[src/hw/rtl/hcfq_pkg.sv]
// Shared types, constants and codes for the HCI command flow queue.
package hcfq_pkg;

  localparam int SLOT_COUNT = 8;
  localparam int SLOT_W     = (SLOT_COUNT > 1) ? $clog2(SLOT_COUNT) : 1;
  localparam int CNT_W      = $clog2(SLOT_COUNT + 1);
  localparam int TIME_W     = 56;
  localparam int TMO_W      = 32;
  localparam int OPC_W      = 16;
  localparam int CRED_W     = 8;
  localparam int STAT_W     = 8;
  localparam int SLOT_OUT_W = 6;

  localparam logic [TMO_W-1:0]  DEFAULT_TIMEOUT_RST = 32'd5000000;
  localparam logic [STAT_W-1:0] STATUS_NONE         = 8'hFF;
  localparam logic [TIME_W-1:0] TIME_MAX            = {TIME_W{1'b1}};
  localparam logic [CRED_W-1:0] CREDIT_RST          = 8'd1;

  localparam logic CAUSE_ANSWERED = 1'b0;
  localparam logic CAUSE_TIMEOUT  = 1'b1;

  typedef enum logic [1:0] {
    OP_SUBMIT   = 2'd0,
    OP_COMPLETE = 2'd1,
    OP_STATUS   = 2'd2,
    OP_TICK     = 2'd3
  } op_t;

  typedef enum logic [1:0] {
    KIND_ACCEPTED = 2'd0,
    KIND_REFUSED  = 2'd1,
    KIND_SEND     = 2'd2,
    KIND_FINISHED = 2'd3
  } kind_t;

  typedef struct packed {
    op_t               operation;
    logic [OPC_W-1:0]  opcode;
    logic [TMO_W-1:0]  timeout;
    logic [CRED_W-1:0] credits_granted;
    logic [STAT_W-1:0] event_status;
    logic              status_present;
    logic [TIME_W-1:0] now_time;
  } in_item_t;

  typedef struct packed {
    kind_t                 kind;
    logic [SLOT_OUT_W-1:0] slot;
    logic [OPC_W-1:0]      opcode_res;
    logic                  finish_cause;
    logic [STAT_W-1:0]     status;
    logic                  last;
  } out_item_t;

  typedef struct packed {
    logic load;
    logic eval;
    logic pump;
  } ctrl_t;

  typedef struct packed {
    logic is_submit;
    logic pump_ok;
  } stat_t;

endpackage

[src/hw/rtl/hci_command_flow_queue_top.sv]
// Top level of the HCI command flow queue.
//
//   channel  ports                         beat taken when
//   input    start, busy, in_item          start && !busy
//   result   out_valid, out_item           out_valid (one cycle)
//   config   cfg_we, cfg_wdata             cfg_we
//
// A submit: load, evaluate. An event or tick adds a send step if it sends a command.
// Results appear in the cycle after the evaluate or send step, from the result register.
// Reset is synchronous, active low; credits start at one, the queue empty.
// The receiver cannot stall; each result beat is valid for exactly one cycle.
module hci_command_flow_queue_top (
  input  logic                clk,
  input  logic                rst_n,
  input  logic                start,
  output logic                busy,
  input  hcfq_pkg::in_item_t  in_item,
  output logic                out_valid,
  output hcfq_pkg::out_item_t out_item,
  input  logic                cfg_we,
  input  logic [31:0]         cfg_wdata
);
  import hcfq_pkg::*;

  ctrl_t cmd;
  stat_t stat;

  hcfq_ctrl u_ctrl (
    .clk   (clk),
    .rst_n (rst_n),
    .start (start),
    .busy  (busy),
    .stat  (stat),
    .cmd   (cmd)
  );

  hcfq_datapath u_datapath (
    .clk       (clk),
    .rst_n     (rst_n),
    .cmd       (cmd),
    .stat      (stat),
    .in_item   (in_item),
    .cfg_we    (cfg_we),
    .cfg_wdata (cfg_wdata),
    .out_valid (out_valid),
    .out_item  (out_item)
  );

endmodule

[src/hw/rtl/hcfq_datapath.sv]
// Slot store, order queue, credit and deadline logic, result register.
module hcfq_datapath (
  input  logic                clk,
  input  logic                rst_n,
  input  hcfq_pkg::ctrl_t     cmd,
  output hcfq_pkg::stat_t     stat,
  input  hcfq_pkg::in_item_t  in_item,
  input  logic                cfg_we,
  input  logic [31:0]         cfg_wdata,
  output logic                out_valid,
  output hcfq_pkg::out_item_t out_item
);
  import hcfq_pkg::*;

  in_item_t          item_r;
  logic [TMO_W-1:0]  dflt_tmo_r;
  logic [SLOT_COUNT-1:0] slot_busy_r;
  logic [OPC_W-1:0]  slot_opcode_r [SLOT_COUNT];
  logic [TMO_W-1:0]  slot_tmo_r    [SLOT_COUNT];
  logic [SLOT_W-1:0] order_r       [SLOT_COUNT];
  logic [SLOT_W-1:0] head_r, tail_r;
  logic [CNT_W-1:0]  count_r;
  logic              bvalid_r;
  logic [SLOT_W-1:0] bslot_r;
  logic [OPC_W-1:0]  bopcode_r;
  logic [CRED_W-1:0] credit_r;
  logic [TIME_W-1:0] latest_r;
  logic [TIME_W-1:0] deadline_r;
  logic              out_valid_r;
  out_item_t         out_item_r;

  logic              out_valid_nxt;
  out_item_t         out_item_nxt;
  logic              free_found;
  logic [SLOT_W-1:0] free_idx;
  logic              is_submit, is_tick, do_finish, pump_ok;
  logic [CRED_W-1:0] credit_new;
  logic [TMO_W-1:0]  tmo_sel;
  logic [SLOT_W-1:0] head_slot, head_nxt, tail_nxt;
  logic [TIME_W:0]   dl_sum;
  logic [TIME_W-1:0] deadline_nxt;

  // lowest free slot
  always_comb begin
    free_found = 1'b0;
    free_idx   = '0;
    for (int i = SLOT_COUNT - 1; i >= 0; i--) begin
      if (!slot_busy_r[i]) begin
        free_found = 1'b1;
        free_idx   = SLOT_W'(i);
      end
    end
  end

  always_comb begin
    is_submit = (item_r.operation == OP_SUBMIT);
    is_tick   = (item_r.operation == OP_TICK);
    if (is_tick) begin
      do_finish = bvalid_r && (latest_r >= deadline_r);
    end else begin
      do_finish = !is_submit && bvalid_r && (bopcode_r == item_r.opcode);
    end
    if (is_tick) begin
      credit_new = do_finish ? CREDIT_RST : credit_r;
    end else begin
      credit_new = item_r.credits_granted;
    end
    pump_ok = !(bvalid_r && !do_finish) && (credit_new != '0) && (count_r != '0);
    if (item_r.timeout != '0) begin
      tmo_sel = item_r.timeout;
    end else if (dflt_tmo_r == '0) begin
      tmo_sel = TMO_W'(1);
    end else begin
      tmo_sel = dflt_tmo_r;
    end
    head_slot    = order_r[head_r];
    head_nxt     = (head_r == SLOT_W'(SLOT_COUNT - 1)) ? '0 : head_r + SLOT_W'(1);
    tail_nxt     = (tail_r == SLOT_W'(SLOT_COUNT - 1)) ? '0 : tail_r + SLOT_W'(1);
    dl_sum       = {1'b0, latest_r} + {{(TIME_W + 1 - TMO_W){1'b0}}, slot_tmo_r[head_slot]};
    deadline_nxt = dl_sum[TIME_W] ? TIME_MAX : dl_sum[TIME_W-1:0];
  end

  assign stat.is_submit = is_submit;
  assign stat.pump_ok   = pump_ok;

  always_comb begin
    out_valid_nxt = 1'b0;
    out_item_nxt  = '0;
    if (cmd.eval) begin
      if (is_submit) begin
        out_valid_nxt           = 1'b1;
        out_item_nxt.kind       = free_found ? KIND_ACCEPTED : KIND_REFUSED;
        out_item_nxt.slot       = free_found ? SLOT_OUT_W'(free_idx) : '0;
        out_item_nxt.opcode_res = item_r.opcode;
        out_item_nxt.last       = 1'b1;
      end else if (do_finish) begin
        out_valid_nxt             = 1'b1;
        out_item_nxt.kind         = KIND_FINISHED;
        out_item_nxt.slot         = SLOT_OUT_W'(bslot_r);
        out_item_nxt.opcode_res   = bopcode_r;
        out_item_nxt.finish_cause = is_tick ? CAUSE_TIMEOUT : CAUSE_ANSWERED;
        if (is_tick) begin
          out_item_nxt.status = STATUS_NONE;
        end else if (item_r.operation == OP_STATUS || item_r.status_present) begin
          out_item_nxt.status = item_r.event_status;
        end else begin
          out_item_nxt.status = STATUS_NONE;
        end
        out_item_nxt.last = !pump_ok;
      end
    end else if (cmd.pump) begin
      out_valid_nxt           = 1'b1;
      out_item_nxt.kind       = KIND_SEND;
      out_item_nxt.slot       = SLOT_OUT_W'(head_slot);
      out_item_nxt.opcode_res = slot_opcode_r[head_slot];
      out_item_nxt.last       = 1'b1;
    end
  end

  always_ff @(posedge clk) begin
    if (!rst_n) begin
      dflt_tmo_r  <= DEFAULT_TIMEOUT_RST;
      slot_busy_r <= '0;
      head_r      <= '0;
      tail_r      <= '0;
      count_r     <= '0;
      bvalid_r    <= 1'b0;
      bslot_r     <= '0;
      credit_r    <= CREDIT_RST;
      latest_r    <= '0;
      out_valid_r <= 1'b0;
    end else begin
      out_valid_r <= out_valid_nxt;
      if (cfg_we) begin
        dflt_tmo_r <= cfg_wdata;
      end
      if (cmd.load && in_item.operation != OP_SUBMIT && in_item.now_time > latest_r) begin
        latest_r <= in_item.now_time;
      end
      if (cmd.eval) begin
        if (is_submit) begin
          if (free_found) begin
            slot_busy_r[free_idx] <= 1'b1;
            tail_r                <= tail_nxt;
            count_r               <= count_r + CNT_W'(1);
          end
        end else begin
          credit_r <= credit_new;
          if (do_finish) begin
            bvalid_r              <= 1'b0;
            slot_busy_r[bslot_r]  <= 1'b0;
          end
        end
      end
      if (cmd.pump) begin
        head_r   <= head_nxt;
        count_r  <= count_r - CNT_W'(1);
        credit_r <= credit_r - CRED_W'(1);
        bvalid_r <= 1'b1;
        bslot_r  <= head_slot;
      end
    end
  end

  always_ff @(posedge clk) begin
    out_item_r <= out_item_nxt;
    if (cmd.load) begin
      item_r <= in_item;
    end
    if (cmd.eval && is_submit && free_found) begin
      slot_opcode_r[free_idx] <= item_r.opcode;
      slot_tmo_r[free_idx]    <= tmo_sel;
      order_r[tail_r]         <= free_idx;
    end
    if (cmd.pump) begin
      bopcode_r  <= slot_opcode_r[head_slot];
      deadline_r <= deadline_nxt;
    end
  end

  assign out_valid = out_valid_r;
  assign out_item  = out_item_r;

  a_slot_account: assert property (@(posedge clk) disable iff (!rst_n)
    $countones(slot_busy_r) == int'(count_r) + int'(bvalid_r))
    else $error("busy slots differ from queued plus outstanding");

  a_pump_legal: assert property (@(posedge clk) disable iff (!rst_n)
    cmd.pump |-> (!bvalid_r && credit_r != '0 && count_r != '0))
    else $error("send issued without credit, queue entry or free line");

  a_pump_credit: assert property (@(posedge clk) disable iff (!rst_n)
    cmd.pump |=> (credit_r == $past(credit_r) - CRED_W'(1)) && bvalid_r)
    else $error("send did not spend one credit");

  a_busy_slot: assert property (@(posedge clk) disable iff (!rst_n)
    bvalid_r |-> slot_busy_r[bslot_r])
    else $error("outstanding command on a free slot");

endmodule

[src/hw/rtl/hcfq_ctrl.sv]
// Sequencer for the HCI command flow queue: load, evaluate, send.
module hcfq_ctrl (
  input  logic            clk,
  input  logic            rst_n,
  input  logic            start,
  output logic            busy,
  input  hcfq_pkg::stat_t stat,
  output hcfq_pkg::ctrl_t cmd
);
  import hcfq_pkg::*;

  typedef enum logic [2:0] {
    ST_IDLE = 3'b001,
    ST_EVAL = 3'b010,
    ST_PUMP = 3'b100
  } state_t;

  state_t state_r, state_nxt;

  always_comb begin
    state_nxt = state_r;
    unique case (state_r)
      ST_IDLE: begin
        if (start) state_nxt = ST_EVAL;
      end
      ST_EVAL: begin
        if (!stat.is_submit && stat.pump_ok) state_nxt = ST_PUMP;
        else state_nxt = ST_IDLE;
      end
      ST_PUMP: begin
        state_nxt = ST_IDLE;
      end
      default: begin
        state_nxt = ST_IDLE;
      end
    endcase
  end

  always_ff @(posedge clk) begin
    if (!rst_n) begin
      state_r <= ST_IDLE;
    end else begin
      state_r <= state_nxt;
    end
  end

  assign busy     = (state_r != ST_IDLE);
  assign cmd.load = start && (state_r == ST_IDLE);
  assign cmd.eval = (state_r == ST_EVAL);
  assign cmd.pump = (state_r == ST_PUMP);

endmodule
[config.mk]
export PLATFORM = sky130hd
export DESIGN_NAME = hci_command_flow_queue_top
export DESIGN_NICKNAME = d
export VERILOG_FILES = /design/src/hw/rtl/hcfq_pkg.sv /design/src/hw/rtl/hci_command_flow_queue_top.sv /design/src/hw/rtl/hcfq_datapath.sv /design/src/hw/rtl/hcfq_ctrl.sv
export SDC_FILE = /design/constraint.sdc
export NUM_CORES = 1
export LEC_CHECK = 0
export BUFFER_PORTS_ARGS = -buffer_cell sky130_fd_sc_hd__buf_2
export CAP_MARGIN = 30
export CELL_PAD_IN_SITES_DETAIL_PLACEMENT = 0
export CELL_PAD_IN_SITES_GLOBAL_PLACEMENT = 1
export CORE_MARGIN = 5
export CORE_UTILIZATION = 35
export CTS_CLUSTER_SIZE = 16
export DETAILED_ROUTE_END_ITERATION = 16
export GPL_TIMING_DRIVEN = 0
export PLACE_DENSITY = 0.6
export REMOVE_ABC_BUFFERS = 1
export SYNTH_ARGS = -nofsm -noshare
export SYNTH_HDL_FRONTEND = slang
export SYNTH_SLANG_ARGS = --single-unit
[constraint.sdc]
create_clock -name clk -period 8.25 [get_ports clk]
set_input_delay 0.825 -clock clk [delete_from_list [all_inputs] [get_ports clk]]
set_output_delay 0.825 -clock clk [all_outputs]
set_load 0.01 [all_outputs]
==> impl_metrics.csv <==
group,metric,value,unit
place,gp_congestion,0.8319,
layout,nets,3398,
status,status,"finished, final reports clean",
logic_synthesis,synth_warnings,0,
layout,final_common_cell,"nand2_1",
hold_path,hp-class,"primary input to register",
sta,finClkSkew,0.02379,ns
floorplanning,die-area,97090,um^2
sta,min_period,6.872,ns
clock_network,clk_latency,0.64,ns
worst_setup_path,critical_path_class,"register to register",
grt,antenna_found_initial,6,
layout,final_util,0.4174,
worst_setup_path,max_stage_delay,0.71,ns
logic_synthesis,synth_cell_types,71,
logic_synthesis,synth_compound_area_frac,0.08615,
layout,stdcell_count,4332,
routing,routed_via_density,5.094,
sta,clock.fmax,145.5,MHz
clock_network,path_clk_slew,0.06,ns
routing,drt_iter0_drc,1383,
clock_network,cts_tree,"built",
floorplanning,initial_core_util,0.3532,
worst_setup_path,slowest_stage,"nand2_2",
clock_network,cts_buffers,81,
worst_setup_path,crit_fanout,40,
logic_synthesis,syn_avg_cell_area,10.99,um^2
grt,grt_usage,0.1711,
flow_run,cap_violations,0,
sta,rsz0062_at_grt,"false",
place,io_buffers,191,
power,p_total,8.016,mW
routing,wl_per_cell,19.54,um
logic_synthesis,syn_inst,2896,
grt,grt_max_degree,105,
clock_network,root_buffer,"clkbuf_16",
grt,overflow,0,
sta,worst_pin_slew,0.9428,ns
logic_synthesis,synthFlopType,"edfxtp_1",
sta,hold_viol_final,0,
sta,slew_headroom,0.3648,
clock_network,cts_setup_buffers,0,
sta,setup_viol,0,
logic_synthesis,async_reset_ff_frac,0,
grt,grt_pass1_wl,131.1,mm
layout,multi_input_area,11360,um^2
place,placed_cells,4179,
routing,final_antenna_net_count,0,
floorplanning,ios,195,
logic_synthesis,ys_ff_latch,703,
layout,nFillCells,8533,
clock_network,ctsResizeCount,0,
logic_synthesis,synth-simple-area-share,0.1721,
floorplanning,die_y,311.6,um
worst_setup_path,cp.required,8.57,ns
sta,hold_slack,0.3623,ns
sta,finalCritPeriodShare,0.8329,
logic_synthesis,yosysSeqAreaShare,0.6140,
routing,drt-total-wl,84.63,mm
place,dp_hpwl,58.09,mm
worst_setup_path,cpMostUsedCell,"buf_16",
layout,regArea,19550,um^2
layout,final_cell_mix,"nand2_1, edfxtp_1, nand3_1, buf_2, o21ai_0",
layout,syn_to_final_growth,18.20,%
floorplanning,row_count,110,
sta,drv_slew,0,
floorplanning,fp.coreArea,90150,um^2
routing,drc,0,
logic_synthesis,syn_area,31840,um^2
power,p_per_area,213.0,nW/um^2
clock_network,htreeDepth,3,
worst_setup_path,worstPathCellList,"mux4_2 > mux2i_4 > buf_16 > buf_16 > buf_16 > nand2_1 > nand3_1 > nand2_1 > o21ai_0 > ha_1 > a21o_1 > a221o_1 > o22a_1 > a221o_1 > a21oi_4 > o21bai_2 > nand2_2 > o21ai_0",
power,total_leakage_power,14.66,nW
routing,vias,22070,
power,peakVddDrop,0.1196,mV
clock_network,hold_buffers,0,
logic_synthesis,synth_top_family_by_area,"simple AND/OR/NAND/NOR gates",
grt,grt_pass1_vias,22540,
routing,dr.pass1.iters,5,
worst_setup_path,critPathArrivalTime,7.19,ns
layout,drive_gt1_frac,0.1313,
logic_synthesis,synthXorXnorAreaFrac,0.01403,
logic_synthesis,synth_edf_count,547,
floorplanning,die_w,311.6,um
worst_setup_path,start_kind,"register",
worst_setup_path,end_kind,"register",
logic_synthesis,synth_mux_area_frac,0.01879,
logic_synthesis,synthAdderAreaFrac,0.06060,
clock_network,cts.sinks,703,
sta,setup_tns,0,ns
clock_network,clockBufferDepth,3,
==> final cells by class <==
class                      instances  area share
clock buffer                     101     0.05749
timing repair buffer             250     0.05386
inverter                         127     0.01280
antenna                            3   0.0001995
sequential                       703      0.5195
tap                             1176     0.03910
clock inverter                    49     0.01513
multi-input combinational       1923      0.3019
==> stage by stage <==
step | setup slack (ns) | area [um^2]
floorplan | -1.684 | 31230
detailed placement | 1.332 | 34890
global placement | -8.286 | 33660
finish | 1.378 | 37630
global route | 0.8941 | 37630
CTS | 1.321 | 37620
==> logic make-up after synthesis <==
kind of cell | count (synthesis)
AND/OR/NAND/NOR | 1220
flip-flops | 703
AO/OA/AOI/OAI | 445
buffers and inverters | 272
adder cells (fa/ha/maj) | 153
XOR/XNOR | 51
multiplexers | 51
other | 1
==> final timing paths <==
path / from / endpoint / slack (ns) / cells after the start
max: register / u_datapath.deadline_r[3]$_SDFFCE_PP1P_ / 1.38 / 18
min: in_item[98] / u_datapath.item_r[98]$_DFFE_PP_ / 0.36 / 1
max reg2reg: register / u_datapath.deadline_r[3]$_SDFFCE_PP1P_ / 1.38 / 18
min reg2reg: u_datapath.item_r[63]$_DFFE_PP_ / u_datapath.out_item[7]$_SDFF_PP0_ / 0.45 / 1
==> registers in the layout (all words and copies together) (netlist names), 4 cells and up, named ones only <==
name	cells
u_datapath.slot_tmo_r	256
u_datapath.slot_opcode_r	128
u_datapath.item_r	67
u_datapath.deadline_r	56
u_datapath.latest_r	56
u_datapath.dflt_tmo_r	32
u_datapath.out_item	31
u_datapath.order_r	24
u_datapath.bopcode_r	16
u_datapath.credit_r	8
u_datapath.slot_busy_r	8
u_datapath.count_r	4
==> metal layers <==
metal | global-route usage | wire [um]
met1 | 0.2277 | 38440
met2 | 0.2931 | 40880
met3 | 0.02426 | 3542
met4 | 0.04916 | 1766
met5 | 0 | 0
==> critical path, delay by kind of cell (launching register included) <==
kind,cells,cell delay [ns]
compound gates,8,2.65
fa+ha+maj,1,0.42
buf+inv,3,0.60
flops,1,0.60
mux,2,1.30
simple gates,4,0.91
==> cells in the mapped netlist (all sizes together), types with 18 or more instances <==
cell	n	area share
dfxtp	156	0.098
nand4	39	0.0077
nand2	640	0.076
a21o	61	0.014
nor4	24	0.0047
a21oi	88	0.014
mux2i	38	0.012
nand3	332	0.052
inv	126	0.015
o21a	18	0.0042
nor2b	34	0.0067
clkbuf	96	0.011
ha	151	0.059
o21ai	173	0.027
edfxtp	547	0.52
buf	49	0.0079
nor2	55	0.0065
and3	21	0.0041
xnor2	31	0.0085
nor3	32	0.0050
xor2	20	0.0055
==> power breakdown <==
group          leakage [nW]  switching (mW)  internal, mW
Combinational          7.07           0.238         0.162
Clock                  1.33            1.47          2.21
Sequential             6.25          0.0603          3.87
No activity file was read; power rests on OpenSTA's default activity.
